--- config.mk ---
export PLATFORM = sky130hd
export DESIGN_NAME = sae_ram
export DESIGN_NICKNAME = d
export VERILOG_FILES = /design/src/rtl/core/subcentroid_alpha_estimator_unit_defines.svh /design/src/rtl/core/sae_ram.sv
export SDC_FILE = /design/constraint.sdc
export NUM_CORES = 2
export LEC_CHECK = 0
export BUFFER_PORTS_ARGS = -buffer_cell sky130_fd_sc_hd__buf_2
export CORE_MARGIN = 8
export CORE_UTILIZATION = 55
export CTS_CLUSTER_DIAMETER = 150
export DETAILED_ROUTE_END_ITERATION = 6
export GPL_TIMING_DRIVEN = 1
export PLACE_DENSITY = 0.71
export SETUP_SLACK_MARGIN = 0.02
export SLEW_MARGIN = 20
export SYNTH_ARGS = -nofsm -noshare
export SYNTH_HDL_FRONTEND = slang
export SYNTH_SLANG_ARGS = --single-unit
--- constraint.sdc ---
create_clock -name clk -period 6.9 [get_ports clk]
set_input_delay 1.38 -clock clk [delete_from_list [all_inputs] [get_ports clk]]
set_output_delay 1.38 -clock clk [all_outputs]
set_load 0.005 [all_outputs]
--- src/rtl/core/subcentroid_alpha_estimator_unit_defines.svh ---
// Assertion macros for the subcentroid alpha estimator.
// Both expect clk and rst in the scope where they are used.
`ifndef SUBCENTROID_ALPHA_ESTIMATOR_UNIT_DEFINES_SVH
`define SUBCENTROID_ALPHA_ESTIMATOR_UNIT_DEFINES_SVH

// Same-cycle implication.
`define SAE_ASSERT_IMP(label, ante, cons, msg) \
  label: assert property (@(posedge clk) disable iff (rst) (ante) |-> (cons)) \
    else $error(msg);

// Next-cycle implication.
`define SAE_ASSERT_NXT(label, ante, cons, msg) \
  label: assert property (@(posedge clk) disable iff (rst) (ante) |=> (cons)) \
    else $error(msg);

`endif

--- src/rtl/core/sae_ram.sv ---
module sae_ram #(
  parameter int WIDTH = 16,
  parameter int DEPTH = 128
) (
  input  logic                     clk,
  input  logic                     we,
  input  logic [$clog2(DEPTH)-1:0] waddr,
  input  logic [WIDTH-1:0]         wdata,
  input  logic [$clog2(DEPTH)-1:0] raddr,
  output logic [WIDTH-1:0]         rdata
);

  logic [WIDTH-1:0] mem [DEPTH];

  // Write port and registered read port
  always_ff @(posedge clk) begin
    if (we) begin
      mem[waddr] <= wdata;
    end
    rdata <= mem[raddr];
  end

endmodule

# After elaboration in Yosys (flattened, before gate mapping)
# Memory sizes are Yosys's and may differ from the RTL's. A register that Yosys moved wholly into a read port is not among the register bits.
# Cells that the tools add are included.
dict set report word_totals {
  reg_bits 0
  memories 1
  elab_cells 3
  out_inout_bits 16
  mem_bits_rw 2048
}
# memory depth word_bits read_ports rd_ports_with_merged_regs write_ports line_no
set mem_list {}
lappend mem_list {mem 128 16 1 1 1 sae_ram.sv:13} ;# logic [WIDTH-1:0] mem [DEPTH];
dict set report classes {
  mux 2
}
# operator count
set op_table {}
lappend op_table {{$mux W1} 2}

# Longest topological paths before layout
dict set report logic_depth {
  depth_word 2
  depth_mapped 7
  depth_no_buf 4
}

# Least setup slack after synthesis
# No wires, ideal clock.
dict set report synth_path {
  path_kind {input-to-reg}
  startpoint {input port raddr[0]}
  endpoint {register rdata[0], read port of mem}
  path_slack_ns 3.025
  arrival_ns 3.754
  n_path_buf 2
  t_required_ns 6.779
  stages 6
  path_cell_list {buf_2 > buf_1 > mux4_2 > mux4_2 > mux4_2 > mux2_2}
}
# item line_no
set synth_lines {}
lappend synth_lines {{start: declaration} sae_ram.sv:9} ;# input logic [$clog2(DEPTH)-1:0] raddr,
lappend synth_lines {{end: declaration} sae_ram.sv:10} ;# output logic [WIDTH-1:0] rdata

==> results.md <==
- Pwr dens: between 200 and 300 mW/mm^2
- Cell Chain, Critical Path: buf_8 > buf_12 > mux4_2 > mux4_2 > mux4_2 > mux2_2
- Biggest cell delay along the critical path: roughly 0.6 ns
- Synth warn: 0
- Die Ht: 394 microns
- Clock insertion delay at the later pin of the skew report: ~0.83 ns
- Type of the worst min-delay path: in2reg
- DR vias: 35700
- Maximum clock path buffer count: 3
- Pre-antenna DRT Iters: 6
- Critical-path top delay cell: sky130_fd_sc_hd__mux4_2
- RSZ-0062 raised after global routing: false
- Outcome: complete, no violations
- Maximum achievable frequency: between 200 and 300 MHz
- Library cells used by synthesis: 17
- Wire length of the first global-routing pass: roughly 270 mm
- Final Net Count: between 3000 and 4000
- Slew @ Worst Pin: about 1.1 ns
- Overall die area: approximately 0.16 sq mm
- Post-CTS resize count: 0
- Die W: 394 microns
- Most heavily used metal layer in global routing: met2
- Share of post-route cells with drive strength above 1: a little over a third
- Antenna violations before repair: 18
- Required time of the critical path: about 7.6 ns
- Setup_tns: 0 ns
- Mean cell area of the mapped netlist: 25.4 sq um
- Number of buffers inserted to repair setup after CTS: 0
- Remaining global-route overflow: 0
- Setup-failing EPs final: 0
- Largest fanout on the critical path: 96
- Proportion of register bits with asynchronous set or reset after synthesis: 0%
- Clock tree from TritonCTS: done
- Minimum clock period after layout: 3.98 ns
- Post-route DRC violation count: 0
- Standard cell core area: between 0.1 and 0.15 sq mm
- Logic depth of the worst register-to-register path: 4
- Number of H-tree levels: 4
- Synth area leaders: sky130_fd_sc_hd__edfxtp_1 78%, sky130_fd_sc_hd__mux4_2 19%, sky130_fd_sc_hd__nor2_1 0.58%
- Cell Rows: approximately 140
- Post-synth net total: ~3100
- Yosys top cell by area: sky130_fd_sc_hd__edfxtp_1
- Via count of the first global-routing pass: 36200
- IO Count: 48
- Synthesis-to-finish area growth: 13.0%
- Post-synthesis instance total: about 3000
- Top-count cell post-synth: sky130_fd_sc_hd__edfxtp_1
- Antenna viol nets, final: 0
- Remaining max-slew budget at the tightest pin: approximately a quarter
- Worst Skew: ~0.042 ns
- List of most frequent post-synthesis cells: 2048 x sky130_fd_sc_hd__edfxtp_1, 672 x sky130_fd_sc_hd__mux4_2, 122 x sky130_fd_sc_hd__nor2_1
- Share of the synthesized area in the top cell type: between 70% and 80%
- Reported max-cap violation count: 0
- Most used cell along the critical path: sky130_fd_sc_hd__mux4_2
- #FFs+latches synth: just over 2000
- Number of placed cells counting well taps: 5028
- Crit Path Category: in2reg
- Number of buffers added to fix hold violations after cts: 0
- Clock Sink Count: about 2100
- Met2 Resource Use GR: ~37%
- Mean number of vias per cell: around 6.6
- Number of buffers created by CTS: between 150 and 200
- Count of buffers inserted at the top-level ports: 47
- Leakage power summed over all cells: roughly 27 nW
- Final routed wirelength across all metal layers: approximately 190 mm
- Met3 Resource Use GR: 6.40%
- Count of flip-flops with a built-in enable after synthesis: between 2000 and 2500
- Worst hold path cell count: 1
- Maximum number of pins on one net before global-route repair: 97
- Arrival time worst endpoint: around 4.7 ns
- Number of pins with negative max-slew slack in the final report: 0
- Final Hold Fails: 0
- Layout Cells excl Fill: ~5400
- Number of DRC markers after the initial detailed-route iteration: roughly 4700
- Top FF cell, synth: sky130_fd_sc_hd__edfxtp_1
- Average wire length per cell after detail routing: around 35 microns
- Starting density of the core: 55.5%
- Category of the worst setup path capture point: flop
- Share of synthesized area occupied by flip-flops and latches: around four fifths
- Reg2reg setup slack: about 4.4 ns
- Buffer cell driving the clock tree root: sky130_fd_sc_hd__clkbuf_16
- Clock transition at the registers of the reported paths: approximately 0.060 ns
- Total Routing Usage GR: 24.0%
- Crit share post-route: roughly 58%
- Max IR drop VDD: 0.224 mV
- Critical Path Start Type: input pin
- Post-Synthesis Cell Area: 0.0785 sq mm
- Routability-driven placement congestion ratio: between 0.8 and 0.9
- Met1 usage: approximately a third
- Final HPWL from detailed placement: roughly 110 mm
-- cells by family (layout without fill, tap and decap cells) --
| family | Yosys count | in the layout | share of synthesized area [%] |
|---|---|---|---|
| buffers and inverters | 164 | 596 | 0.881 |
| and+or+nand+nor | 170 | 170 | 0.888 |
| DFF | 2064 | 2064 | 78.7 |
| other | 0 | 7 | 0 |
| muxes | 688 | 688 | 19.5 |
-- final timing paths --
path                            startpoint        end
worst min register to register  mem[57][3]   rdata[3]
worst max register to register  mem[21][8]   rdata[8]
worst min-delay path              wdata[3]  mem[8][3]
worst max-delay path              raddr[2]   rdata[4]
-- metal layers --
| metal | wire length, microns | part of all wire (%) | vias to the layer above |
|---|---|---|---|
| met5 | 64 | 0.034 | - |
| li1 | - | - | 14000 |
| met1 | 71900 | 38 | 19400 |
| met4 | 4020 | 2.1 | 10 |
| met3 | 21500 | 11 | 275 |
| met2 | 90100 | 48 | 2059 |
-- state kept, by name, summed over array words and instances (netlist names) --
name	count
mem	2048
rdata	16
-- critical path: cells and delay by family --
kind     cells  cell delay (ns)
mux          4             1.91
buf+inv      2             1.00
-- power by group --
group          total, mW  switching, mW  internal [mW]
clock network       10.9           4.65           6.21
logic               1.25          0.742          0.503
registers           13.9         0.0504           13.8
total               26.0           5.44           20.6
-- area by class of cell --
class	count	area, sq um
antenna	7	17.5
clock buffer	238	5220
clock inverter	141	1370
fill	9047	52900
multi-input combinational	858	16200
sequential	2064	61800
tap	1890	2360
timing repair buffer	217	1790
-- layout by cell type, fill, tap and decap left out --
| master | count |
|---|---|
| sky130_fd_sc_hd__clkinv_16 | 3 |
| sky130_fd_sc_hd__inv_6 | 6 |
| sky130_fd_sc_hd__nor2_2 | 3 |
| sky130_fd_sc_hd__bufinv_16 | 21 |
| sky130_fd_sc_hd__clkinv_2 | 41 |
| sky130_fd_sc_hd__inv_8 | 1 |
| sky130_fd_sc_hd__nand2_1 | 14 |
| sky130_fd_sc_hd__clkinv_8 | 3 |
| sky130_fd_sc_hd__buf_6 | 1 |
| sky130_fd_sc_hd__clkbuf_8 | 3 |
| sky130_fd_sc_hd__nor2_4 | 10 |
| sky130_fd_sc_hd__inv_16 | 1 |
| sky130_fd_sc_hd__buf_4 | 169 |
| sky130_fd_sc_hd__nor2_1 | 109 |
| sky130_fd_sc_hd__clkinvlp_4 | 10 |
| sky130_fd_sc_hd__nand3_1 | 12 |
| sky130_fd_sc_hd__clkinv_4 | 6 |
| sky130_fd_sc_hd__nand2b_1 | 2 |
| sky130_fd_sc_hd__clkinv_1 | 49 |
| sky130_fd_sc_hd__clkbuf_1 | 33 |
| sky130_fd_sc_hd__mux2_2 | 16 |
| sky130_fd_sc_hd__clkbuf_16 | 202 |
| sky130_fd_sc_hd__or3_1 | 1 |
| sky130_fd_sc_hd__mux4_2 | 672 |
| sky130_fd_sc_hd__diode_2 | 7 |
| sky130_fd_sc_hd__nor3_4 | 3 |
| sky130_fd_sc_hd__nand4_1 | 3 |
| sky130_fd_sc_hd__nor3_2 | 6 |
| sky130_fd_sc_hd__buf_8 | 6 |
| sky130_fd_sc_hd__buf_12 | 14 |
| sky130_fd_sc_hd__dfxtp_1 | 16 |
| sky130_fd_sc_hd__buf_2 | 27 |
| sky130_fd_sc_hd__nor2b_1 | 7 |
| sky130_fd_sc_hd__edfxtp_1 | 2048 |
-- per-stage QoR --
step                setup slack (ns)  utilization (%)  hold slack [ns]  total power, mW  instance area, sq um
finish                          2.92             62.7             1.00             26.0                 88700
detailed placement              2.10             58.0             1.13             15.4                 82100
global placement                2.13             57.9             1.13             15.4                 82000
floorplan                       3.02                -             1.07             14.8                 78500
CTS                             3.01             62.6            0.938             26.2                 88700
global route                    2.89             62.7            0.973             26.7                 88700
Power figures use the tool's default switching activity.
