<file path="src/rtl/core/subcentroid_alpha_estimator_unit_defines.svh">
// Assertion macros for the subcentroid alpha estimator.
// Both expect clk and rst in the scope where they are used.
`ifndef SUBCENTROID_ALPHA_ESTIMATOR_UNIT_DEFINES_SVH
`define SUBCENTROID_ALPHA_ESTIMATOR_UNIT_DEFINES_SVH

// Same-cycle implication.
`define SAE_ASSERT_IMP(label, ante, cons, msg) \
  label: assert property (@(posedge clk) disable iff (rst) (ante) |-> (cons)) \
    else $error(msg);

// Next-cycle implication.
`define SAE_ASSERT_NXT(label, ante, cons, msg) \
  label: assert property (@(posedge clk) disable iff (rst) (ante) |=> (cons)) \
    else $error(msg);

`endif

</file>
<file path="src/rtl/core/sae_pkg.sv">
package sae_pkg;

  localparam int MAX_DIMS   = 128;
  localparam int MAX_DIRS   = 16;
  localparam int COUNT_BITS = 24;

  localparam int DIM_W   = $clog2(MAX_DIMS);
  localparam int DIR_W   = $clog2(MAX_DIRS);
  localparam int COMP_W  = 16;
  localparam int RES_W   = COMP_W + 1;
  localparam int NORM_W  = 40;
  localparam int ACC_W   = 40;
  localparam int N_W     = 38;
  localparam int SQ_W    = 2 * N_W;
  localparam int MUL_A_W = SQ_W;
  localparam int MUL_B_W = NORM_W;
  localparam int PROD_W  = MUL_A_W + MUL_B_W;
  localparam int ALPHA_W = 32;
  localparam int FRAC_W  = 16;
  localparam int GSUM_W  = 64;
  localparam int DIV_NUM_W = GSUM_W + FRAC_W;
  localparam int DIV_DEN_W = GSUM_W;
  localparam int ASUM_W  = 48;
  localparam int TOT_W   = ASUM_W + DIR_W;

  typedef enum logic [2:0] {
    OP_CENTROID  = 3'd0,
    OP_DIRECTION = 3'd1,
    OP_NORM      = 3'd2,
    OP_POINT     = 3'd3,
    OP_FINISH    = 3'd4
  } opcode_t;

  typedef enum logic [1:0] {
    REG_DIMS = 2'd0,
    REG_SUBS = 2'd1,
    REG_MODE = 2'd2
  } reg_index_t;

  typedef enum logic [3:0] {
    S_IDLE, S_RES, S_SWEEP, S_DRAIN, S_SEL, S_SQ, S_MA, S_MB, S_SELEND,
    S_ALPHA, S_UPD, S_FSUM, S_FAVG, S_FK, S_FDIV, S_EMIT
  } state_t;

  typedef struct packed {
    logic                    valid;
    logic                    first;
    logic                    last;
    logic [DIM_W-1:0]        dim;
    logic signed [RES_W-1:0] res;
  } link_t;

  typedef struct packed {
    logic               dir_we;
    logic               norm_we;
    logic [DIR_W-1:0]   wr_sub;
    logic [DIM_W-1:0]   wr_dim;
    logic [COMP_W-1:0]  wr_comp;
    logic [NORM_W-1:0]  norm_val;
    logic               upd_en;
    logic [DIR_W-1:0]   upd_sub;
    logic [ALPHA_W-1:0] upd_alpha;
    logic               clr_group;
  } cell_ctl_t;

  typedef struct packed {
    logic signed [ACC_W-1:0] acc;
    logic [NORM_W-1:0]       norm;
    logic [ASUM_W-1:0]       asum;
    logic [COUNT_BITS-1:0]   hit;
  } cell_stat_t;

endpackage

</file>
<file path="src/rtl/core/sae_mul.sv">
module sae_mul (
  input  logic                        clk,
  input  logic                        rst,
  input  logic                        start,
  input  logic [sae_pkg::MUL_A_W-1:0] a,
  input  logic [sae_pkg::MUL_B_W-1:0] b,
  output logic                        done,
  output logic [sae_pkg::PROD_W-1:0]  prod
);
  import sae_pkg::*;

  localparam int CNT_W = $clog2(MUL_B_W);

  logic [PROD_W-1:0]  a_sh;
  logic [MUL_B_W-1:0] b_sh;
  logic [CNT_W-1:0]   cnt;
  logic               run;

  // Shift-add: one multiplier bit per cycle
  always_ff @(posedge clk) begin
    if (rst) begin
      run  <= 1'b0;
      done <= 1'b0;
    end else begin
      done <= 1'b0;
      if (start) begin
        a_sh <= PROD_W'(a);
        b_sh <= b;
        prod <= '0;
        cnt  <= '0;
        run  <= 1'b1;
      end else if (run) begin
        if (b_sh[0]) begin
          prod <= prod + a_sh;
        end
        a_sh <= a_sh << 1;
        b_sh <= b_sh >> 1;
        cnt  <= cnt + 1'b1;
        if (cnt == CNT_W'(MUL_B_W - 1)) begin
          run  <= 1'b0;
          done <= 1'b1;
        end
      end
    end
  end

endmodule

</file>
<file path="config.mk">
export PLATFORM = sky130hd
export DESIGN_NAME = sae_mul
export DESIGN_NICKNAME = d
export VERILOG_FILES = /design/src/rtl/core/subcentroid_alpha_estimator_unit_defines.svh /design/src/rtl/core/sae_pkg.sv /design/src/rtl/core/sae_mul.sv
export SDC_FILE = /design/constraint.sdc
export NUM_CORES = 1
export LEC_CHECK = 0
export BUFFER_PORTS_ARGS = -buffer_cell sky130_fd_sc_hd__buf_2
export CORE_UTILIZATION = 30
export DETAILED_ROUTE_END_ITERATION = 8
export PLACE_DENSITY = 0.55
export SKIP_LAST_GASP = 1
export SLEW_MARGIN = 20
export SYNTH_ARGS = -nofsm -noshare
export SYNTH_HDL_FRONTEND = slang
export SYNTH_SLANG_ARGS = --single-unit
export TNS_END_PERCENT = 5
</file>
<file path="constraint.sdc">
create_clock -name clk -period 13 [get_ports clk]
set_clock_uncertainty 0.2 [all_clocks]
set_input_delay 2.6 -clock clk [delete_from_list [all_inputs] [get_ports clk]]
set_output_delay 2.6 -clock clk [all_outputs]
set_load 0.05 [all_outputs]
</file>
# == After elaboration in Yosys (flattened, before gate mapping) ==
# Index checks and enable logic that the tools add are counted.
# classes
add_sub_neg,2
n_mux,11
eq_ne,1
bitwise,2
reduce_logical,5
# op_table
op,count
$mux W116,3
$add A116 B116 Y116,1
$mux W40,2
$mux W76,1
$add A6 B1 Y6 const B,1
$eq A6 B6 Y1 const B,1
$mux W6,1
$mux W1,4
$reduce_bool A2 Y1,2
$reduce_and A3 Y1,1
$reduce_or A3 Y1,1
$not A1 Y1,2
$reduce_and A2 Y1,1
# word_totals
wordCells,28
input_bits,119
output_inout_bits,117
reg_bits,280

# == Logic depth before layout (Yosys ltp) ==
# logic_depth
depth_word,4
ltp_mapped,13
depth_no_buf,12

# == Least setup slack after synthesis ==
# OpenSTA, ideal clock, no wires.
# synth_path
path_kind,input to register
startpoint,input port start
endpoint,register a_sh[0] (enable)
n_path_buf,3
path_slack_ps,1881
arrival_ps,10233
required_time_ps,12114
path_stages,5
setup_ps,686
cell_sequence,clkbuf_1 > clkbuf_1 > clkbuf_1 > nor2_1 > nor2_1
# synth_via
elab_chain_cells,2
# synth_lines
item,line_no,source
"start, declared",sae_mul.sv:4,"input logic start,"
$reduce_bool A2 Y1 (no line),--,
$reduce_and A2 Y1 (no line),--,
"end signal, assigned",sae_mul.sv:27,a_sh <= PROD_W'(a);
"end signal, assigned",sae_mul.sv:36,a_sh <= a_sh << 1;
"end, declared",sae_mul.sv:14,logic [PROD_W-1:0] a_sh;
# No other way between the ends.
# A chain may end at the register's enable or synchronous reset.

# == Worst setup path after layout ==
# layout_path
startpoint,input port start
endpoint,register prod[66] (netlist name) (enable)
# layout_via
elab_chain_cells,2
word_cells_on_any_way,3
cone_classes,reduce/logical: 3
# layout_lines
item,line_no,source
$reduce_bool A2 Y1 (no line),--,
$reduce_and A3 Y1 (no line) (*),--,
"end signal, assigned",sae_mul.sv:34,prod <= prod + a_sh;
"end, declared",sae_mul.sv:8,output logic [sae_pkg::PROD_W-1:0] prod
# Every way passes the cells marked *; elsewhere a longest branch is shown, timed or not.

==> metrics <==
Clock Sinks=280; GRT Total Usage=0.178; Buffers on Ports=235; detailed placement HPWL=44,700 um; # IOs=236; Fmax=0.205 GHz; CP Max Fanout=62; clk slew on worst S/H paths=0.06 ns; Synth Flop Type=edfxtp_1; Post-Synthesis Net Count=2,110; insertion delay to the later sink of the worst-skew pair=0.55 ns; Final WS setup=8.12 ns; Synth top area share=0.440; Final Max Slew Viols=0; Leakage=8.23 nW; layout cells sized above 1=0.213; main area contributors after synthesis=edfxtp_1 44%, ha_1 7.7%, mux2_2 7.1%; drt wl/cell=20.0 um; slew at the pin closest to its max-slew limit=1.02 ns; post-CTS setup buffer count=0; number of synthesized flops with an enable pin=278; die width=253 um; via count=15,600; CP Launch Type=primary input; critical path class=in -> reg; number of synthesized register bits=280; PD cells=137 mW/mm^2; top post-synthesis cells by count=278 x edfxtp_1, 217 x nor2_1, 181 x a21oi_1; first-pass GRT wire length=89,600 um; FP Rows=91; PostCTS Resize Cnt=0; setup_tns=0 ns; # hold bufs at CTS=0; register area share after synthesis=0.442; Die Ht=253 um; CP Data Required Time=12.97 ns; Hold Vio Cnt, Final=0; initial antenna violation count=3; dpl ws=7.51 ns; vias in the first global route=15,400; Async S/R FF share, synth=0; Area Overhead vs Synth=15.3%; DR iter-0 viols=1,332; core footprint=0.0621 mm^2; HP Class=reg -> reg; final antenna-violating net count=0; TritonRoute pass-1 iters=5; unrepaired setup endpoints after global routing=no; largest net degree at the start of global routing=86; Synth Cell Area=0.0190 mm^2; Layout Nets=2,293; max_cap viols=0; Starting Density=0.306; TritonCTS clock tree=done; GP Congestion=0.886; crit path DAT=4.85 ns; Period minus WS final=4.88 ns; Syn Area/Cell=10.1 um^2; cell with the most instances after synthesis=edfxtp_1; H-tree depth=2; total power=0.00300 W; synth warn=0; total die area=0.0642 mm^2; DR vias/cell=5.35; VDD IR max=0.000102 V; Max clock buf depth=3; setup violators final=0; top cell type by total area after synthesis=edfxtp_1; crit end category=flop; synth unique cells=83; Num CTS Buffers=36; status=finished clean; Rel. slew slack=0.314; final wirelength=58,400 um; CTS Root Cell=clkbuf_16; Mapped Cells=1,874; Non-Filler Instances=2,922; GRT overflow=0; period utilisation layout=0.375; # DRC=0; number of placed instances, taps included=2,856
==> report_power, final <==
part           switching, W  internal, W
clock              0.000413     0.000536
sequential        0.0000464      0.00109
combinational      0.000604     0.000303
==> stage by stage <==
| step | cell area, um^2 | hold WS, ns | util |
|---|---|---|---|
| after detailed placement | 20800 | 0.335 | 0.335 |
| after global routing | 21900 | 0.360 | 0.352 |
| after global placement | 20800 | 0.328 | 0.335 |
| after CTS | 21900 | 0.350 | 0.352 |
| after floorplan | 19000 | 0.292 | - |
| final | 21900 | 0.350 | 0.352 |
==> logic make-up after synthesis <==
logic type,synth area share
buffers and inverters,0.0325
DFF,0.442
muxes,0.0725
xor gates and xnor gates,0.0457
AOI/OAI and AO/OA,0.174
adders and majority gates,0.0776
and+or+nand+nor,0.155
==> worst max-delay path, cell delays in order <==
cell,delay (ns)
buf_8,0.32
a21oi_1,0.14
nor2_4,0.10
buf_4,0.66
buf_4,0.79
==> final cells by class <==
class / count / area [um^2]
diodes: 1 / 2.50
clock buffers: 47 / 942
clock inverters: 18 / 141
fillers: 6299 / 40200
inverters: 30 / 113
multi-input cells: 1465 / 9980
flip-flops and latches: 280 / 8390
well taps: 837 / 1050
repair buffers: 244 / 1250
==> registers in the layout (all words and copies together), names as in the netlist <==
register and cells:
cnt 6, run 1, b_sh 40, prod 116, done 1, a_sh 116
==> per-layer routing <==
metal  global-route usage  up-vias  wire length, um
met5                    0        -               13
met4               0.0431        2             1110
met3               0.0300       82             3360
met2                0.290      483            27300
met1                0.243     7659            26600
li1                     -     7404                -
==> layout by cell type, fill, tap and decap left out, types with 30 or more instances in the layout <==
master	Yosys	final
a21o_1	50	50
a21oi_1	181	181
buf_2	15	234
clkbuf_16	0	36
edfxtp_1	278	278
ha_1	116	116
inv_1	30	30
mux2_2	119	119
nand2_1	147	147
nand4_1	61	61
nor2_1	217	215
nor2b_1	55	55
nor3_1	39	39
o21ai_0	88	88
o21bai_1	37	37
xnor2_1	59	59
xor2_1	40	40
==> final timing paths <==
kind | startpoint | endpoint | slack [ns] | cells past startpoint
hold reg to reg | b_sh[24] | b_sh[23] | 0.35 | 1
setup / recovery | start | prod[66] | 8.12 | 5
setup reg to reg | prod[0] | prod[90] | 8.19 | 13
hold / removal | b_sh[24] | b_sh[23] | 0.35 | 1
(Power assumes the default switching activity.)
