[src/rtl/core/subcentroid_alpha_estimator_unit_defines.svh]
// Assertion macros for the subcentroid alpha estimator.
// Both expect clk and rst in the scope where they are used.
`ifndef SUBCENTROID_ALPHA_ESTIMATOR_UNIT_DEFINES_SVH
`define SUBCENTROID_ALPHA_ESTIMATOR_UNIT_DEFINES_SVH

// Same-cycle implication.
`define SAE_ASSERT_IMP(label, ante, cons, msg) \
  label: assert property (@(posedge clk) disable iff (rst) (ante) |-> (cons)) \
    else $error(msg);

// Next-cycle implication.
`define SAE_ASSERT_NXT(label, ante, cons, msg) \
  label: assert property (@(posedge clk) disable iff (rst) (ante) |=> (cons)) \
    else $error(msg);

`endif

[src/rtl/core/sae_pkg.sv]
package sae_pkg;

  localparam int MAX_DIMS   = 128;
  localparam int MAX_DIRS   = 16;
  localparam int COUNT_BITS = 24;

  localparam int DIM_W   = $clog2(MAX_DIMS);
  localparam int DIR_W   = $clog2(MAX_DIRS);
  localparam int COMP_W  = 16;
  localparam int RES_W   = COMP_W + 1;
  localparam int NORM_W  = 40;
  localparam int ACC_W   = 40;
  localparam int N_W     = 38;
  localparam int SQ_W    = 2 * N_W;
  localparam int MUL_A_W = SQ_W;
  localparam int MUL_B_W = NORM_W;
  localparam int PROD_W  = MUL_A_W + MUL_B_W;
  localparam int ALPHA_W = 32;
  localparam int FRAC_W  = 16;
  localparam int GSUM_W  = 64;
  localparam int DIV_NUM_W = GSUM_W + FRAC_W;
  localparam int DIV_DEN_W = GSUM_W;
  localparam int ASUM_W  = 48;
  localparam int TOT_W   = ASUM_W + DIR_W;

  typedef enum logic [2:0] {
    OP_CENTROID  = 3'd0,
    OP_DIRECTION = 3'd1,
    OP_NORM      = 3'd2,
    OP_POINT     = 3'd3,
    OP_FINISH    = 3'd4
  } opcode_t;

  typedef enum logic [1:0] {
    REG_DIMS = 2'd0,
    REG_SUBS = 2'd1,
    REG_MODE = 2'd2
  } reg_index_t;

  typedef enum logic [3:0] {
    S_IDLE, S_RES, S_SWEEP, S_DRAIN, S_SEL, S_SQ, S_MA, S_MB, S_SELEND,
    S_ALPHA, S_UPD, S_FSUM, S_FAVG, S_FK, S_FDIV, S_EMIT
  } state_t;

  typedef struct packed {
    logic                    valid;
    logic                    first;
    logic                    last;
    logic [DIM_W-1:0]        dim;
    logic signed [RES_W-1:0] res;
  } link_t;

  typedef struct packed {
    logic               dir_we;
    logic               norm_we;
    logic [DIR_W-1:0]   wr_sub;
    logic [DIM_W-1:0]   wr_dim;
    logic [COMP_W-1:0]  wr_comp;
    logic [NORM_W-1:0]  norm_val;
    logic               upd_en;
    logic [DIR_W-1:0]   upd_sub;
    logic [ALPHA_W-1:0] upd_alpha;
    logic               clr_group;
  } cell_ctl_t;

  typedef struct packed {
    logic signed [ACC_W-1:0] acc;
    logic [NORM_W-1:0]       norm;
    logic [ASUM_W-1:0]       asum;
    logic [COUNT_BITS-1:0]   hit;
  } cell_stat_t;

endpackage

[src/rtl/core/sae_ram.sv]
module sae_ram #(
  parameter int WIDTH = 16,
  parameter int DEPTH = 128
) (
  input  logic                     clk,
  input  logic                     we,
  input  logic [$clog2(DEPTH)-1:0] waddr,
  input  logic [WIDTH-1:0]         wdata,
  input  logic [$clog2(DEPTH)-1:0] raddr,
  output logic [WIDTH-1:0]         rdata
);

  logic [WIDTH-1:0] mem [DEPTH];

  // Write port and registered read port
  always_ff @(posedge clk) begin
    if (we) begin
      mem[waddr] <= wdata;
    end
    rdata <= mem[raddr];
  end

endmodule

[src/rtl/core/sae_cell.sv]
module sae_cell (
  input  logic                       clk,
  input  logic                       rst,
  input  logic [sae_pkg::DIR_W-1:0]  cell_idx,
  input  sae_pkg::cell_ctl_t         ctl,
  input  sae_pkg::link_t             link_in,
  output sae_pkg::link_t             link_out,
  output sae_pkg::cell_stat_t        stat
);
  import sae_pkg::*;

  localparam int PR_W = RES_W + COMP_W;

  logic [COMP_W-1:0]       dir_rdata;
  link_t                   stage;
  logic signed [PR_W-1:0]  prod;
  logic signed [ACC_W-1:0] acc;
  logic [NORM_W-1:0]       norm;
  logic [ASUM_W-1:0]       asum;
  logic [COUNT_BITS-1:0]   hit;
  logic [ASUM_W:0]         asum_sum;
  logic                    mine_upd;

  // Direction slice of this cell, read at the dimension riding the chain
  sae_ram #(.WIDTH(COMP_W), .DEPTH(MAX_DIMS)) u_dir (
    .clk   (clk),
    .we    (ctl.dir_we && (ctl.wr_sub == cell_idx)),
    .waddr (ctl.wr_dim),
    .wdata (ctl.wr_comp),
    .raddr (link_in.dim),
    .rdata (dir_rdata)
  );

  // Register the residual beat, aligned with the read data
  always_ff @(posedge clk) begin
    if (rst) begin
      stage <= '0;
    end else begin
      stage <= link_in;
    end
  end

  assign prod = stage.res * $signed(dir_rdata);

  // Accumulate the projection; first element restarts it
  always_ff @(posedge clk) begin
    if (stage.valid) begin
      if (stage.first) begin
        acc <= {{(ACC_W-PR_W){prod[PR_W-1]}}, prod};
      end else begin
        acc <= acc + {{(ACC_W-PR_W){prod[PR_W-1]}}, prod};
      end
    end
  end

  always_ff @(posedge clk) begin
    if (ctl.norm_we && (ctl.wr_sub == cell_idx)) begin
      norm <= ctl.norm_val;
    end
  end

  assign mine_upd = ctl.upd_en && (ctl.upd_sub == cell_idx);
  assign asum_sum = {1'b0, asum} + (ASUM_W + 1)'(ctl.upd_alpha);

  // Group sums of this direction, saturating
  always_ff @(posedge clk) begin
    if (rst || ctl.clr_group) begin
      asum <= '0;
      hit  <= '0;
    end else if (mine_upd) begin
      asum <= asum_sum[ASUM_W] ? '1 : asum_sum[ASUM_W-1:0];
      if (hit != '1) begin
        hit <= hit + 1'b1;
      end
    end
  end

  assign link_out  = stage;
  assign stat.acc  = acc;
  assign stat.norm = norm;
  assign stat.asum = asum;
  assign stat.hit  = hit;

endmodule
[config.mk]
export PLATFORM = sky130hd
export DESIGN_NAME = sae_cell
export DESIGN_NICKNAME = d
export VERILOG_FILES = /design/src/rtl/core/subcentroid_alpha_estimator_unit_defines.svh /design/src/rtl/core/sae_pkg.sv /design/src/rtl/core/sae_ram.sv /design/src/rtl/core/sae_cell.sv
export SDC_FILE = /design/constraint.sdc
export NUM_CORES = 2
export LEC_CHECK = 0
export BUFFER_PORTS_ARGS = -buffer_cell sky130_fd_sc_hd__buf_2
export CAP_MARGIN = 25
export CORE_UTILIZATION = 55
export CTS_CLUSTER_SIZE = 12
export DETAILED_ROUTE_END_ITERATION = 8
export GPL_TIMING_DRIVEN = 1
export PLACE_DENSITY_LB_ADDON = 0.15
export SYNTH_ARGS = -nofsm -noshare
export SYNTH_HDL_FRONTEND = slang
export SYNTH_SLANG_ARGS = --single-unit
[constraint.sdc]
create_clock -name clk -period 26 [get_ports clk]
set_clock_uncertainty 0.15 [all_clocks]
set_input_delay 1.3 -clock clk [delete_from_list [all_inputs] [get_ports clk]]
set_output_delay 1.3 -clock clk [all_outputs]
set_load 0.1 [all_outputs]
=== Word level (Yosys, flattened, before mapping) ===
Memory sizes are Yosys's and may differ from the RTL's. A register that Yosys moved wholly into a read port is not among the register bits.
Index checks and enable logic that the tools add are counted.

* Input bits: 140
* Bits in read-only memories: 0
* Memories: 1
* Register bits after elaboration: 179
* RAM bits: 2048
* Output and inout port bits: 179
* Latch bits: 0

* Multiply operators: 1
* Equality and inequality tests: 3
* Mux-type cells: 4
* Order comparisons: 0
* Bitwise operators: 0
* Reductions and logical operators: 5
* Shift operators: 0
* Divide/modulo/power cells: 0
* Add/sub/neg operators: 3

{| class="wikitable"
|+ Memory list
! memory !! words !! bits a word !! read ports !! clocked after Yosys merged registers in !! wr ports !! RTL line !! text
|-
| u_dir.mem || 128 || 16 || 1 || 1 || 1 || sae_ram.sv:13 || <nowiki>logic [WIDTH-1:0] mem [DEPTH];</nowiki>
|}

{| class="wikitable"
|+ Operators by type and width
! kind !! count
|-
| 48-bit by 32-bit adder with 49-bit output || 1
|-
| 48-bit two-way mux || 1
|-
| 40-bit adder || 1
|-
| 40-bit two-way mux || 1
|-
| 17-bit by 16-bit multiplier with 33-bit output || 1
|-
| 24-bit by 1-bit adder with 24-bit output, second input constant || 1
|-
| 24-bit inequality test, second input constant || 1
|-
| 4-bit equality test || 2
|-
| 1-bit logical AND || 3
|-
| 1-bit two-way mux || 2
|-
| 2-bit AND reduction || 1
|-
| 1-bit logical OR || 1
|}

=== Depth between registers and ports, before layout ===
* Depth after elaboration: 4
* Gate-level depth with buffers: 34

=== By module ===
From an unflattened synthesis, not the netlist that was laid out.

* Cell total of the unflattened synthesis: 5268
* Area total of the unflattened synthesis: 98796.0 µm²

{| class="wikitable"
|+ Modules (own cells, without submodules)
! module !! cells each !! area each (µm²) !! instances
|-
| sae_ram || 3086 || 78522.8 || 1
|-
| sae_cell || 2182 || 20273.2 || 1
|}

=== Worst setup path before layout ===
OpenSTA, ideal clock, no wires.

* Path type: flip-flop to flip-flop
* From: reg stage, in the netlist link_out[16]
* To: reg acc[38] (data pin)
* Path buffers: 2
* Setup time: 0.254 ns
* Setup slack: 17.204 ns
* Required time: 25.596 ns
* Cell stages (with the launch flop): 29
* Arrival: 8.393 ns
* Path through: dfxtp_1 > clkbuf_1 > nand2_1 > inv_1 > fa_1 > fa_1 > fa_1 > fa_1 > fa_1 > inv_1 > fa_1 > inv_1 > ha_1 > clkbuf_1 > a21o_1 > a2111oi_0 > a211o_1 > a2bb2oi_1 > o2111ai_1 > nand3_1 > nor2b_1 > ha_1 > nor2b_1 > or3_1 > a2111oi_1 > o21ai_0 > a31oi_1 > xnor2_1 > a21o_1

* Word-level cells in the longest chain between the ends: 3

{| class="wikitable"
|+ RTL lines
! element !! RTL line !! text
|-
| start, declared || sae_cell.sv:15 || <nowiki>link_t stage;</nowiki>
|-
| start signal, assigned || sae_cell.sv:39 || <nowiki>stage <= link_in;</nowiki>
|-
| 17-bit by 16-bit multiplier with 33-bit output * || sae_cell.sv:43 || <nowiki>assign prod = stage.res * $signed(dir_rdata);</nowiki>
|-
| 40-bit adder || sae_cell.sv:51 || <nowiki>acc <= acc + {{(ACC_W-PR_W){prod[PR_W-1]}}, prod};</nowiki>
|-
| 40-bit two-way mux * || sae_cell.sv:48 || <nowiki>if (stage.first) begin</nowiki>
|-
| end signal, assigned || sae_cell.sv:49 || <nowiki>acc <= {{(ACC_W-PR_W){prod[PR_W-1]}}, prod};</nowiki>
|-
| end signal, assigned || sae_cell.sv:51 ||
|-
| end, declared || sae_cell.sv:17 || <nowiki>logic signed [ACC_W-1:0] acc;</nowiki>
|}

Every way passes the cells marked *; elsewhere a longest branch is shown, timed or not.
A chain may end at the register's enable or synchronous reset.

=== Worst setup path after layout ===
* From: reg u_dir.rdata[1], read port of u_dir.mem
* To: reg acc[38] (data pin)

* Word-level cells in the longest chain between the ends: 3

{| class="wikitable"
|+ RTL lines
! element !! RTL line !! text
|-
| start, declared || sae_ram.sv:10 || <nowiki>output logic [WIDTH-1:0] rdata</nowiki>
|-
| 17-bit by 16-bit multiplier with 33-bit output * || sae_cell.sv:43 ||
|-
| 40-bit adder || sae_cell.sv:51 ||
|-
| 40-bit two-way mux * || sae_cell.sv:48 ||
|}

Marked as above.

==> results.toml <==
[cts]
postCtsResizedCells = 0
cts_root_buf = "clkbuf_16"
postCtsSetupBuffers = 0
clk_latency_ps = 860
clkSlewWorstSetupHoldPaths_ps = 60
clk_path_buf_depth = 3
ctsHoldBuffers = 0
cts_tree = "done"
numCtsBuffers = 226
cts.sinks = 2243
htreeDepth = 4

[final_layout]
fillCellCount = 12498
nets = 6342
drive_gt1_frac = 0.255
syn_to_final_growth_pct = 12.2
stdcell_area_um2 = 111000
stdcell_count = 8274

[synth]
synth_flop_cell = "edfxtp_1"
yosys_warnings = 0
syn_nets = 5839
syn_area_per_cell_um2 = 18.8
synthMostInstantiatedCell = "edfxtp_1"
synth_edf_count = 2128
synthTopCellsByCount = "2128 x edfxtp_1, 672 x mux4_2, 321 x inv_1"
netlist-cell-type-count = 70
synthesis.area_um2 = 98900
synthCells = 5261
ys_seq_area_frac = 0.670
synth_area_leaders = "edfxtp_1 65%, mux4_2 15%, fa_1 5.6%"
yosysTopAreaCell = "edfxtp_1"
synth_seq_cells = 2243
synth_top_area_share = 0.646
synth_async_sr_flop_share = 0

[sta]
min_period_over_period = 0.352
setup_viol = 0
slew_viol_final = 0
finalCriticalPeriod_ps = 9150
finalHoldViolations = 0
slew_headroom = 0.269
worst-slew-pin-transition_ps = 1100
rsz0062_at_grt = "no"
fmax_mhz = 109
setup_tns_ps = 0

[route]
wire_per_inst_um = 28.8
via_per_inst = 6.16
drt_iter0_markers = 5265
post-route-drc-count = 0
ant_nets = 0
drt_pass1_iterations = 6
vias = 51009
totalWireLength_um = 238000

[grt]
grt_first_pass_wirelength_um = 348000
grt_pass1_vias = 51770
grt_start_max_net_pins = 97
grt.total_usage = 0.266
antenna_found_initial = 11
overflow = 0

[critical_path]
crit_family = "adder cells"
critical_path.startpoint_type = "flip-flop"
critPathMaxFanout = 17
cp.arrival_ps = 9610
criticalPathCategory = "reg2reg"
cp.depth = 25
slowest_stage = "fa_1"
timing.critical_path.buf_inv = 3
r2r_cells = 25
worstPathRequired_ps = 26460
crit_top_cell = "fa_1"
max_stage_delay_ps = 890
crit_path_end_kind = "flip-flop"

[placed_design]
dp_hpwl_um = 151000
place_area_um2 = 104000
dp.cells = 7885
io_buffers = 318
finalWeightedCongestion = 0.849

[status]
status = "complete, no violations"

[hold_path]
hp-class = "reg2reg"
hold-path-cell-count = 2

[power_and_ir_drop]
ir_drop_mv = 0.374
p_leak_nw = 38.2
p_per_area_nw_per_um2 = 133

[floorplanning]
io_pins = 319
die-area_um2 = 181000
die_height_um = 426
start_util = 0.554
dieWidth_um = 426
rows = 155
core_area_um2 = 178000

[flow_run]
drv_cap = 0
stage by stage:
| step | power, W | hold slack, ps | setup slack (ps) | util |
|---|---|---|---|---|
| final | 0.0147 | 349 | 16850 | 0.622 |
| after global routing | 0.0157 | 381 | 16200 | 0.622 |
| after CTS | 0.0148 | 351 | 16770 | 0.621 |
| after detailed placement | 0.0117 | 342 | 16820 | 0.583 |
| after global placement | 0.0116 | 328 | 16970 | 0.583 |
| after floorplan | 0.0101 | 593 | 17200 | - |
final timing paths:
| check | startpoint | to | slack (ps) |
|---|---|---|---|
| worst min register to register | hit[6] | hit[6] | 350 |
| worst min-delay path | hit[6] | hit[6] | 350 |
| worst max register to register | u_dir.rdata[1] | acc[38] | 16850 |
| worst max-delay path | u_dir.rdata[1] | acc[38] | 16850 |
power breakdown:
group / internal (W) / total, W / leakage, nW / switching (W)
registers: 0.00424 / 0.00430 / 20.1 / 0.0000640
clock network: 0.00170 / 0.00302 / 3.29 / 0.00133
logic: 0.00310 / 0.00738 / 14.8 / 0.00429
cell type report:
type                            count  area, um2  area share
Sequential cell                  2243      66200       0.597
Timing Repair Buffer              506       3250      0.0293
Multi-Input combinational cell   2465      30500       0.275
Tap cell                         2355       2950      0.0266
Antenna cell                        5       12.5    0.000113
Inverter                          322       1210      0.0109
Clock inverter                     70        686     0.00618
Clock buffer                      308       6100      0.0550
per-layer routing:
layer | wire length (um) | GRT usage | up-vias
met5 | 47 | 0 | -
met4 | 7370 | 0.0842 | 6
met3 | 15200 | 0.0353 | 364
met2 | 119000 | 0.438 | 1966
met1 | 96700 | 0.372 | 27084
li1 | - | - | 21589
worst min-delay path, stage by stage, from the launching register on:
cell	delay, ps
dfxtp_1	320
o21ai_0	70
a21oi_1	60
registers in the layout, indices dropped and copies added (netlist names):
signal and flops:
u_dir.mem 2048, u_dir.rdata 16, acc 40, hit 24, asum 48, norm 40, link_out 27
cells by family after synthesis:
family / count (synthesis) / share of synthesized area
buffers and inverters: 553 / 0.0220
adders and majority gates: 438 / 0.0766
AOI/OAI and AO/OA: 420 / 0.0267
and+or+nand+nor: 777 / 0.0372
DFF: 2243 / 0.670
muxes: 701 / 0.156
xor gates and xnor gates: 129 / 0.0114
cells in the final DEF (no fill, tap or decap), types with 6 or more instances in the layout:
cell / Yosys / routed
clkbuf_1: 153 / 71
o31ai_1: 6 / 6
fa_1: 278 / 278
a31oi_1: 15 / 15
buf_2: 45 / 298
o21a_1: 16 / 16
xnor2_1: 77 / 77
edfxtp_1: 2128 / 2128
nor3_1: 19 / 19
o211ai_1: 6 / 6
nand3_1: 44 / 44
buf_4: 9 / 193
clkbuf_16: 0 / 228
clkinv_2: 0 / 18
o21ai_0: 102 / 102
nor2_1: 223 / 222
nor2b_1: 46 / 46
nand2_1: 225 / 225
bufinv_16: 0 / 7
a21o_1: 58 / 58
buf_12: 0 / 6
nand4_1: 23 / 23
a211oi_1: 13 / 13
and2_1: 138 / 137
dfxtp_1: 115 / 114
mux2_2: 26 / 26
or3_1: 11 / 11
xor2_1: 52 / 52
o21bai_1: 12 / 12
ha_1: 160 / 160
a21oi_1: 137 / 137
clkbuf_8: 0 / 9
and3_1: 18 / 18
inv_1: 321 / 321
mux4_2: 672 / 672
clkinv_1: 0 / 25
nand2b_1: 13 / 13
Note: power is estimated with default switching activity, not from simulation.
