$ cat src/rtl/core/subcentroid_alpha_estimator_unit_defines.svh
// Assertion macros for the subcentroid alpha estimator.
// Both expect clk and rst in the scope where they are used.
`ifndef SUBCENTROID_ALPHA_ESTIMATOR_UNIT_DEFINES_SVH
`define SUBCENTROID_ALPHA_ESTIMATOR_UNIT_DEFINES_SVH

// Same-cycle implication.
`define SAE_ASSERT_IMP(label, ante, cons, msg) \
  label: assert property (@(posedge clk) disable iff (rst) (ante) |-> (cons)) \
    else $error(msg);

// Next-cycle implication.
`define SAE_ASSERT_NXT(label, ante, cons, msg) \
  label: assert property (@(posedge clk) disable iff (rst) (ante) |=> (cons)) \
    else $error(msg);

`endif

$ cat src/rtl/core/sae_pkg.sv
package sae_pkg;

  localparam int MAX_DIMS   = 128;
  localparam int MAX_DIRS   = 16;
  localparam int COUNT_BITS = 24;

  localparam int DIM_W   = $clog2(MAX_DIMS);
  localparam int DIR_W   = $clog2(MAX_DIRS);
  localparam int COMP_W  = 16;
  localparam int RES_W   = COMP_W + 1;
  localparam int NORM_W  = 40;
  localparam int ACC_W   = 40;
  localparam int N_W     = 38;
  localparam int SQ_W    = 2 * N_W;
  localparam int MUL_A_W = SQ_W;
  localparam int MUL_B_W = NORM_W;
  localparam int PROD_W  = MUL_A_W + MUL_B_W;
  localparam int ALPHA_W = 32;
  localparam int FRAC_W  = 16;
  localparam int GSUM_W  = 64;
  localparam int DIV_NUM_W = GSUM_W + FRAC_W;
  localparam int DIV_DEN_W = GSUM_W;
  localparam int ASUM_W  = 48;
  localparam int TOT_W   = ASUM_W + DIR_W;

  typedef enum logic [2:0] {
    OP_CENTROID  = 3'd0,
    OP_DIRECTION = 3'd1,
    OP_NORM      = 3'd2,
    OP_POINT     = 3'd3,
    OP_FINISH    = 3'd4
  } opcode_t;

  typedef enum logic [1:0] {
    REG_DIMS = 2'd0,
    REG_SUBS = 2'd1,
    REG_MODE = 2'd2
  } reg_index_t;

  typedef enum logic [3:0] {
    S_IDLE, S_RES, S_SWEEP, S_DRAIN, S_SEL, S_SQ, S_MA, S_MB, S_SELEND,
    S_ALPHA, S_UPD, S_FSUM, S_FAVG, S_FK, S_FDIV, S_EMIT
  } state_t;

  typedef struct packed {
    logic                    valid;
    logic                    first;
    logic                    last;
    logic [DIM_W-1:0]        dim;
    logic signed [RES_W-1:0] res;
  } link_t;

  typedef struct packed {
    logic               dir_we;
    logic               norm_we;
    logic [DIR_W-1:0]   wr_sub;
    logic [DIM_W-1:0]   wr_dim;
    logic [COMP_W-1:0]  wr_comp;
    logic [NORM_W-1:0]  norm_val;
    logic               upd_en;
    logic [DIR_W-1:0]   upd_sub;
    logic [ALPHA_W-1:0] upd_alpha;
    logic               clr_group;
  } cell_ctl_t;

  typedef struct packed {
    logic signed [ACC_W-1:0] acc;
    logic [NORM_W-1:0]       norm;
    logic [ASUM_W-1:0]       asum;
    logic [COUNT_BITS-1:0]   hit;
  } cell_stat_t;

endpackage

$ cat src/rtl/core/sae_div.sv
module sae_div (
  input  logic                          clk,
  input  logic                          rst,
  input  logic                          start,
  input  logic [sae_pkg::DIV_NUM_W-1:0] num,
  input  logic [sae_pkg::DIV_DEN_W-1:0] den,
  output logic                          done,
  output logic [sae_pkg::ALPHA_W-1:0]   quo
);
  import sae_pkg::*;

  localparam int CNT_W = $clog2(DIV_NUM_W);

  logic [DIV_DEN_W-1:0] rem;
  logic [DIV_DEN_W-1:0] den_r;
  logic [DIV_NUM_W-1:0] num_sh;
  logic [DIV_NUM_W-1:0] q;
  logic [CNT_W-1:0]     cnt;
  logic                 run;
  logic [DIV_DEN_W:0]   trial;

  assign trial = {rem, num_sh[DIV_NUM_W-1]};

  // Restoring division, one quotient bit per cycle
  always_ff @(posedge clk) begin
    if (rst) begin
      run  <= 1'b0;
      done <= 1'b0;
    end else begin
      done <= 1'b0;
      if (start) begin
        rem    <= '0;
        den_r  <= den;
        num_sh <= num;
        q      <= '0;
        cnt    <= '0;
        run    <= 1'b1;
      end else if (run) begin
        num_sh <= num_sh << 1;
        if (trial >= {1'b0, den_r}) begin
          rem <= DIV_DEN_W'(trial - {1'b0, den_r});
          q   <= {q[DIV_NUM_W-2:0], 1'b1};
        end else begin
          rem <= trial[DIV_DEN_W-1:0];
          q   <= {q[DIV_NUM_W-2:0], 1'b0};
        end
        cnt <= cnt + 1'b1;
        if (cnt == CNT_W'(DIV_NUM_W - 1)) begin
          run  <= 1'b0;
          done <= 1'b1;
        end
      end
    end
  end

  // Saturate to the alpha width
  assign quo = (|q[DIV_NUM_W-1:ALPHA_W]) ? '1 : q[ALPHA_W-1:0];

endmodule

$ cat config.mk
export PLATFORM = sky130hd
export DESIGN_NAME = sae_div
export DESIGN_NICKNAME = d
export VERILOG_FILES = /design/src/rtl/core/subcentroid_alpha_estimator_unit_defines.svh /design/src/rtl/core/sae_pkg.sv /design/src/rtl/core/sae_div.sv
export SDC_FILE = /design/constraint.sdc
export NUM_CORES = 1
export LEC_CHECK = 0
export BUFFER_PORTS_ARGS = -buffer_cell sky130_fd_sc_hd__buf_2
export CORE_MARGIN = 2
export CORE_UTILIZATION = 54
export CTS_BUF_LIST = sky130_fd_sc_hd__clkbuf_4 sky130_fd_sc_hd__clkbuf_8 sky130_fd_sc_hd__clkbuf_16
export CTS_CLUSTER_SIZE = 28
export DETAILED_ROUTE_END_ITERATION = 10
export GPL_ROUTABILITY_DRIVEN = 0
export GPL_TIMING_DRIVEN = 0
export PLACE_DENSITY = 0.83
export SYNTH_ARGS = -nofsm -noshare
export SYNTH_HDL_FRONTEND = slang
export SYNTH_SLANG_ARGS = --single-unit
$ cat constraint.sdc
create_clock -name clk -period 12.9 [get_ports clk]
set_clock_uncertainty 0.15 [all_clocks]
set_input_delay 2.58 -clock clk [delete_from_list [all_inputs] [get_ports clk]]
set_output_delay 2.58 -clock clk [all_outputs]
set_load 0.005 [all_outputs]
# Word-level counts from Yosys, hierarchy flattened
# Index checks and enable logic that the tools add are counted.
dict set report word_totals {
  register_bits 297
  in_bits 147
  output_inout_bits 33
  wordCells 30
}
dict set report op_classes {
  n_addsub 2
  n_lt_le_gt_ge 1
  n_eq_ne 1
  muxes 12
  bitwise 2
  reduce_logical 5
}
# cell n
set op_table {}
lappend op_table {{2-to-1 mux 80 bit} 3}
lappend op_table {{2-to-1 mux 64 bit} 2}
lappend op_table {{greater-or-equal comparator 65 x 64 -> 1 bit} 1}
lappend op_table {{subtractor 64 bit} 1}
lappend op_table {{OR reduction 48 bit} 1}
lappend op_table {{2-to-1 mux 32 bit} 1}
lappend op_table {{adder 7 x 1 -> 7 bit, second input constant} 1}
lappend op_table {{== test 7 bit, second input constant} 1}
lappend op_table {{2-to-1 mux 7 bit} 1}
lappend op_table {{2-to-1 mux 1 bit} 5}
lappend op_table {{AND reduction 2 bit} 2}
lappend op_table {{OR reduction 3 bit} 1}
lappend op_table {{inverter 1 bit} 2}
lappend op_table {{nonzero test 2 bit} 1}

# Depth between registers and ports, before layout
# Gate-level depths: netlist (run 1).
dict set report logic_depth {
  depth_word 4
  mapped_depth 16
  depth_no_buf 14
}

# Least setup slack after synthesis (run 1)
# OpenSTA, ideal clock, no wires.
dict set report synth_path {
  path_type {input to register}
  start {input start}
  end {register cnt[0], enable pin}
  setup_ns 0.828
  arrival_time_ns 12.823
  t_required_ns 11.922
  slack_ns -0.900
  stages 4
  path_buffers 2
  cell_sequence {clkbuf_1 -> clkbuf_1 -> nor2_1 -> nor2_1}
}
dict set report synth_via {
  elab_chain_cells 2
}
# element line
set synth_lines {}
lappend synth_lines {{start: declaration} sae_div.sv:4} ;# input logic start,
lappend synth_lines {{nonzero test 2 bit (no line)} -}
lappend synth_lines {{AND reduction 2 bit (no line)} -}
lappend synth_lines {{end signal: assignment} sae_div.sv:47} ;# cnt <= cnt + 1'b1;
lappend synth_lines {{end: declaration} sae_div.sv:18} ;# logic [CNT_W-1:0] cnt;
# Every way passes these cells.
# A chain may end at the register's enable or synchronous reset.

# Final worst setup path (run 1)
dict set report layout_path {
  start {register q[39]}
  end {output quo[3] in the netlist's numbering}
}
dict set report layout_via {
  elab_chain_cells 2
}
# element line
set layout_lines {}
lappend layout_lines {{start: declaration} sae_div.sv:17} ;# logic [DIV_NUM_W-1:0] q;
lappend layout_lines {{start signal: assignment} sae_div.sv:42} ;# q <= {q[DIV_NUM_W-2:0], 1'b1};
lappend layout_lines {{start signal: assignment} sae_div.sv:45} ;# q <= {q[DIV_NUM_W-2:0], 1'b0};
lappend layout_lines {{OR reduction 48 bit} sae_div.sv:57} ;# assign quo = (|q[DIV_NUM_W-1:ALPHA_W]) ? '1 : q[ALPHA_W-1:0];
lappend layout_lines {{2-to-1 mux 32 bit} sae_div.sv:57}
lappend layout_lines {{end: declaration} sae_div.sv:8} ;# output logic [sae_pkg::ALPHA_W-1:0] quo
# Every way passes these cells.

==> results of run 1 <==
-- where the power goes --
part	switching, mW	internal, mW
clock network	0.367	0.452
logic	0.342	0.224
registers	0.0317	1.16
-- stage by stage --
step	util	worst slack, ps
floorplan	-	3020
global placement	0.599	267
detailed placement	0.605	6960
CTS	0.637	7190
global route	0.638	7010
finish	0.638	7200
-- final timing paths --
kind,slack [ps],depth (start not counted),end,start
worst max-delay path,7200,6,quo[3],q[39]
worst min-delay path,400,1,num_sh[22],num_sh[21]
worst max register to register,8730,13,rem[60],num_sh[79]
worst min register to register,400,1,num_sh[22],num_sh[21]
-- layer usage --
metal	global-route usage	vias up	wire length [µm]
met5	0	-	0
met4	0.0868	0	1200
met3	0.0442	98	2630
met2	0.366	408	16600
met1	0.314	5499	15500
li1	-	5511	-
-- registers in the layout, indices dropped and copies added, names as in the netlist --
register / cells
rem: 64
run: 1
cnt: 7
done: 1
den_r: 64
num_sh: 80
q: 80
-- cell type report --
class,count,area (µm²),share of cell area
multi-input combinational,949,6360,0.346
timing repair buffer,186,1060,0.0577
inverter,87,327,0.0178
clock buffer,34,781,0.0425
sequential,297,8900,0.485
buffer,70,292,0.0159
clock inverter,20,140,0.00764
antenna,8,20.0,0.00109
tap,384,480,0.0262
-- synth_stat cells (8+ instances only) --
cell type / n
a211oi_1: 14
a21o_1: 20
a21oi_1: 130
a31oi_1: 8
and3_1: 10
buf_2: 16
clkbuf_1: 51
edfxtp_1: 295
ha_1: 65
inv_1: 87
mux2_2: 79
nand2_1: 158
nand2b_1: 36
nand3_1: 23
nand4_1: 22
nor2_1: 70
nor2b_1: 86
nor3_1: 10
nor4_1: 15
o21a_1: 12
o21ai_0: 35
o21ai_1: 8
o21bai_1: 10
xnor2_1: 34
xor2_1: 26
-- cells by family (layout without fill, tap and decap cells) --
logic type	Yosys count	in the layout
compound gates	283	283
other cells	0	8
fa+ha+maj	66	66
flops	297	297
xor+xnor	60	60
mux	83	83
buf+inv	157	397
simple gates	457	457
-- worst max-delay path: cells and delay by family (launching register included) --
kind,cells,cell delay [ps]
and+or+nand+nor,4,1350
DFF,1,410
buffers and inverters,2,620
==> run summary, run 1 <==
Longest Clk Path Bufs -> 3
Post-synthesis cell type count -> 69
Die span in x -> 175 µm
DRC Markers -> 0
CTS buffer count -> 30
Hold Worst Slack -> 399 ps
DP Cell Count -> 1973
Final Instance Area -> 0.0184 mm²
Status -> complete, no violations
CTS sink count -> 297
Overall Power -> 2.57 mW
Vias per inst -> 5.66
Largest net degree at the start of global routing -> 37
Post-Synth Adder-Cell Area -> 0.0525
RSZ-0062 raised after global routing -> false
Crit path cell chain -> nor4_1 -> nand4_1 -> nor3_1 -> clkbuf_1 -> nand2b_1 -> buf_2
PwrDens -> 140 mW/mm²
Asr flop ratio synth -> 0
Worst setup SP type -> register
Yosys warns -> 0
Max stage delay on crit path -> 550 ps
Non-Filler Instances -> 2035
Standard-cell rows -> 62
Worst setup EP type -> output port
Critical path's slowest cell -> nor3_1
CTS tree -> yes
DP HPWL -> 25900 µm
Post-Synthesis Cell Area -> 0.0159 mm²
Fill cell count -> 2207
Most frequent cells in the layout -> edfxtp_1, buf_2, nand2_1, a21oi_1, inv_1
TNS Setup -> 0 ps
XOR/XNOR share of the synthesized area -> 0.0331
Mean Syn Cell Area -> 11.3 µm²
Starting Density -> 0.551
IO Count -> 180
Critical Path RT -> 10170 ps
Mux share of post-synthesis cell area -> 0.0586
DRT antenna net count -> 0
Port bufs -> 178
Setup Buffers After CTS -> 0
TritonRoute pass-1 iters -> 5
Fin. Hold Viols -> 0
CTS H-Tree Depth -> 1
Root Buffer -> clkbuf_16
Fin crit period -> 5700 ps
WP data arrival -> 2970 ps
Area share of and/or/nand/nor cells after synthesis -> 0.143
Rel. slew slack -> 0.352
Hold_buf cts -> 0
Setup-failing EPs final -> 0
CP max FO -> 10
Crit share post-route -> 0.442
DP Area -> 0.0174 mm²
Cell taking the most area after synthesis -> edfxtp_1
Max Cap Viol -> 0
Vias in the first global route -> 11400
Post-cts repair resize count -> 0
Worst-path clk slew -> 60 ps
WS Path Type -> reg -> out
Die Y -> 175 µm
Leakage power -> 7.14 nW
Fin. max-slew vios -> 0
Antenna violations before repair -> 8
Worst-Margin Slew -> 969 ps
Hold Crit Class -> reg -> reg
Synthesized Nets -> 1616
Fin nets -> 1834
Commonest non-fill, non-tap cell in the layout -> edfxtp_1
GRT Total Usage -> 0.230
Clk_lat worst skew -> 590 ps
Yosys top cell area share -> 0.559
Die ar. -> 0.0308 mm²
Global-route wire length before repair -> 57200 µm
Fraction of layout cells with a size suffix above 1 -> 0.208
Core area -> 0.0288 mm²
Area Growth Syn to Fin -> 15.7%
Sequential element share of the synthesized area -> 0.561
GRT overflow -> 0
Max Clk Rate -> 0.176 GHz
Largest family of logic cells by synthesized area -> simple AND/OR/NAND/NOR gates
Final Routed Wirelength -> 35800 µm
Post-Syn Instances -> 1403
Max rail drop VDD -> 0.000150 V
Synthesized flop and latch total -> 297
EDFF count, synth -> 295
Via count -> 11500
Main synth FF type -> edfxtp_1
Compound-cell area share of the yosys netlist -> 0.112
Initial drt markers -> 895
Synth top area cells -> edfxtp_1, mux2_2, ha_1
Wire per inst -> 17.6 µm
(Power assumes the default switching activity.)
==> run 2, diff against run 1 <==
==> constraint.sdc (replaced) <==
create_clock -name clk -period 5.02 [get_ports clk]
set_clock_uncertainty 0.15 [all_clocks]
set_input_delay 1.004 -clock clk [delete_from_list [all_inputs] [get_ports clk]]
set_output_delay 1.004 -clock clk [all_outputs]
set_load 0.005 [all_outputs]
==> run summary, run 2 (synthesized netlist as in run 1, its figures left out) <==
PwrDens -> 379 mW/mm²
Largest net degree at the start of global routing -> 35
Overall Power -> 7.06 mW
Vias per inst -> 5.70
Status -> complete, no violations
Hold_buf cts -> 0
Longest Clk Path Bufs -> 3
Commonest non-fill, non-tap cell in the layout -> edfxtp_1
Fin. Hold Viols -> 0
Starting Density -> 0.551
Max Cap Viol -> 0
Die ar. -> 0.0308 mm²
Port bufs -> 178
Worst Slack Setup Final -> 766 ps
Max rail drop VDD -> 0.000351 V
CTS tree -> yes
Worst setup SP type -> register
Critical Path RT -> 5200 ps
Setup-failing EPs final -> 0
Hold Crit Class -> reg -> reg
Crit path cell chain -> inv_1 -> ha_1 -> fa_1 -> nor2b_1 -> o2111ai_1 -> a2111oi_0 -> o21ai_0 -> nand3_1 -> a21boi_1 -> o31ai_1 -> a21boi_0 -> xor2_1 -> a211oi_1
Die span in x -> 175 µm
DP HPWL -> 25500 µm
RSZ-0062 raised after global routing -> false
Clk_lat worst skew -> 530 ps
Wire per inst -> 17.8 µm
Worst Hold End -> done
Hold Worst Slack -> 374 ps
Most frequent cells in the layout -> edfxtp_1, buf_2, nand2_1, a21oi_1, inv_1
Die Y -> 175 µm
CTS sink count -> 297
Area Growth Syn to Fin -> 17.4%
Logic pwr share -> 0.207
Cells on worst reg2reg path -> 13
Post-cts repair resize count -> 0
Worst-path clk slew -> 70 ps
WP data arrival -> 4440 ps
Final Routed Wirelength -> 36200 µm
Fin. max-slew vios -> 0
Beginning of the worst register-to-register path -> num_sh[79]
Critical path's slowest cell -> a2111oi_0
Net Switching -> 1.99 mW
CP top delay family -> compound AO/OA/AOI/OAI gates
Initial drt markers -> 913
Fin crit period -> 4250 ps
Sequential power share -> 0.433
Hold path depth -> 1
Global-route wire length before repair -> 58200 µm
Crit share post-route -> 0.847
Antenna violations before repair -> 6
Vias in the first global route -> 11600
Critical hold path startpoint -> run
Via count -> 11600
IO Count -> 180
Worst path bufs/invs -> 1
Fin nets -> 1838
CTS H-Tree Depth -> 2
Setup Buffers After CTS -> 0
GRT Total Usage -> 0.235
Leakage power -> 7.26 nW
GRT overflow -> 0
TritonRoute pass-1 iters -> 7
Max Clk Rate -> 0.235 GHz
Worst slack at placement -> 957 ps
Core area -> 0.0288 mm²
Switch share -> 0.281
DRC Markers -> 0
Top Registers -> num_sh (80), q (80)
Worst setup EP type -> register
Rel. slew slack -> 0.366
R2r setup slk -> 770 ps
WS Path Type -> reg -> reg
CP max FO -> 4
Clk pwr share -> 0.360
Fraction of layout cells with a size suffix above 1 -> 0.216
Standard-cell rows -> 62
CTS buffer count -> 34
Root Buffer -> clkbuf_16
DRT antenna net count -> 0
Max stage delay on crit path -> 710 ps
TNS Setup -> 0 ps
Reg-to-reg critical path endpoint -> rem[42]
Cell internal pwr -> 5.07 mW
Worst-Margin Slew -> 949 ps
[run 2: area by class of cell]
type                       instances  area [µm²]
clock buffer                      36         866
tap                              384         480
antenna                            6        15.0
buffer                            70         334
inverter                          87         327
timing repair buffer             186        1060
multi-input combinational        949        6360
clock inverter                    24         278
sequential                       297        8900
fill                            2191       10200
[run 2: per-layer routing]
metal / routed length [µm] / GRT usage
met5: 11 / 0
met4: 975 / 0.0840
met3: 2810 / 0.0550
met2: 17000 / 0.379
met1: 15400 / 0.313
[run 2: power groups by stage]
stage | combinational (mW) | sequential (mW) | clock [mW]
6_report | 1.46 | 3.05 | 2.54
5_1_grt | 1.62 | 3.07 | 2.68
4_1_cts | 1.44 | 3.05 | 2.59
3_5_place_dp | 1.42 | 3.10 | 0
3_3_place_gp | 1.36 | 3.11 | 0
2_1_floorplan | 1.06 | 3.08 | 0
[run 2: worst max path at each step]
| stage | from | end | slack [ps] | cells past startpoint |
|---|---|---|---|---|
| finish | num_sh[79] | rem[42] | 770 | 13 |
| global route | num_sh[79] | rem[60] | 620 | 13 |
| CTS | den_r[0] | rem[60] | 880 | 12 |
| detailed placement | den_r[0] | rem[60] | 960 | 12 |
| global placement | start | q[33] | -1610 | 4 |
| floorplan | start | cnt[0] | -280 | 4 |
[run 2: per-stage QoR]
step | area, µm² | util | instances
2_1_floorplan | 15900 | - | 1403
3_3_place_gp | 17300 | 0.601 | 1965
3_5_place_dp | 17500 | 0.607 | 1973
4_1_cts | 18600 | 0.646 | 2033
5_1_grt | 18600 | 0.647 | 2037
6_report | 18600 | 0.647 | 2039
[run 2: worst reg2reg max path, cell delays in order (launching register included)]
cell and delay, ps:
edfxtp_1 360, inv_1 50, ha_1 200, fa_1 420, nor2b_1 200, o2111ai_1 200
a2111oi_0 710, o21ai_0 180, nand3_1 290, a21boi_1 160, o31ai_1 410, a21boi_0 240
xor2_1 190, a211oi_1 310
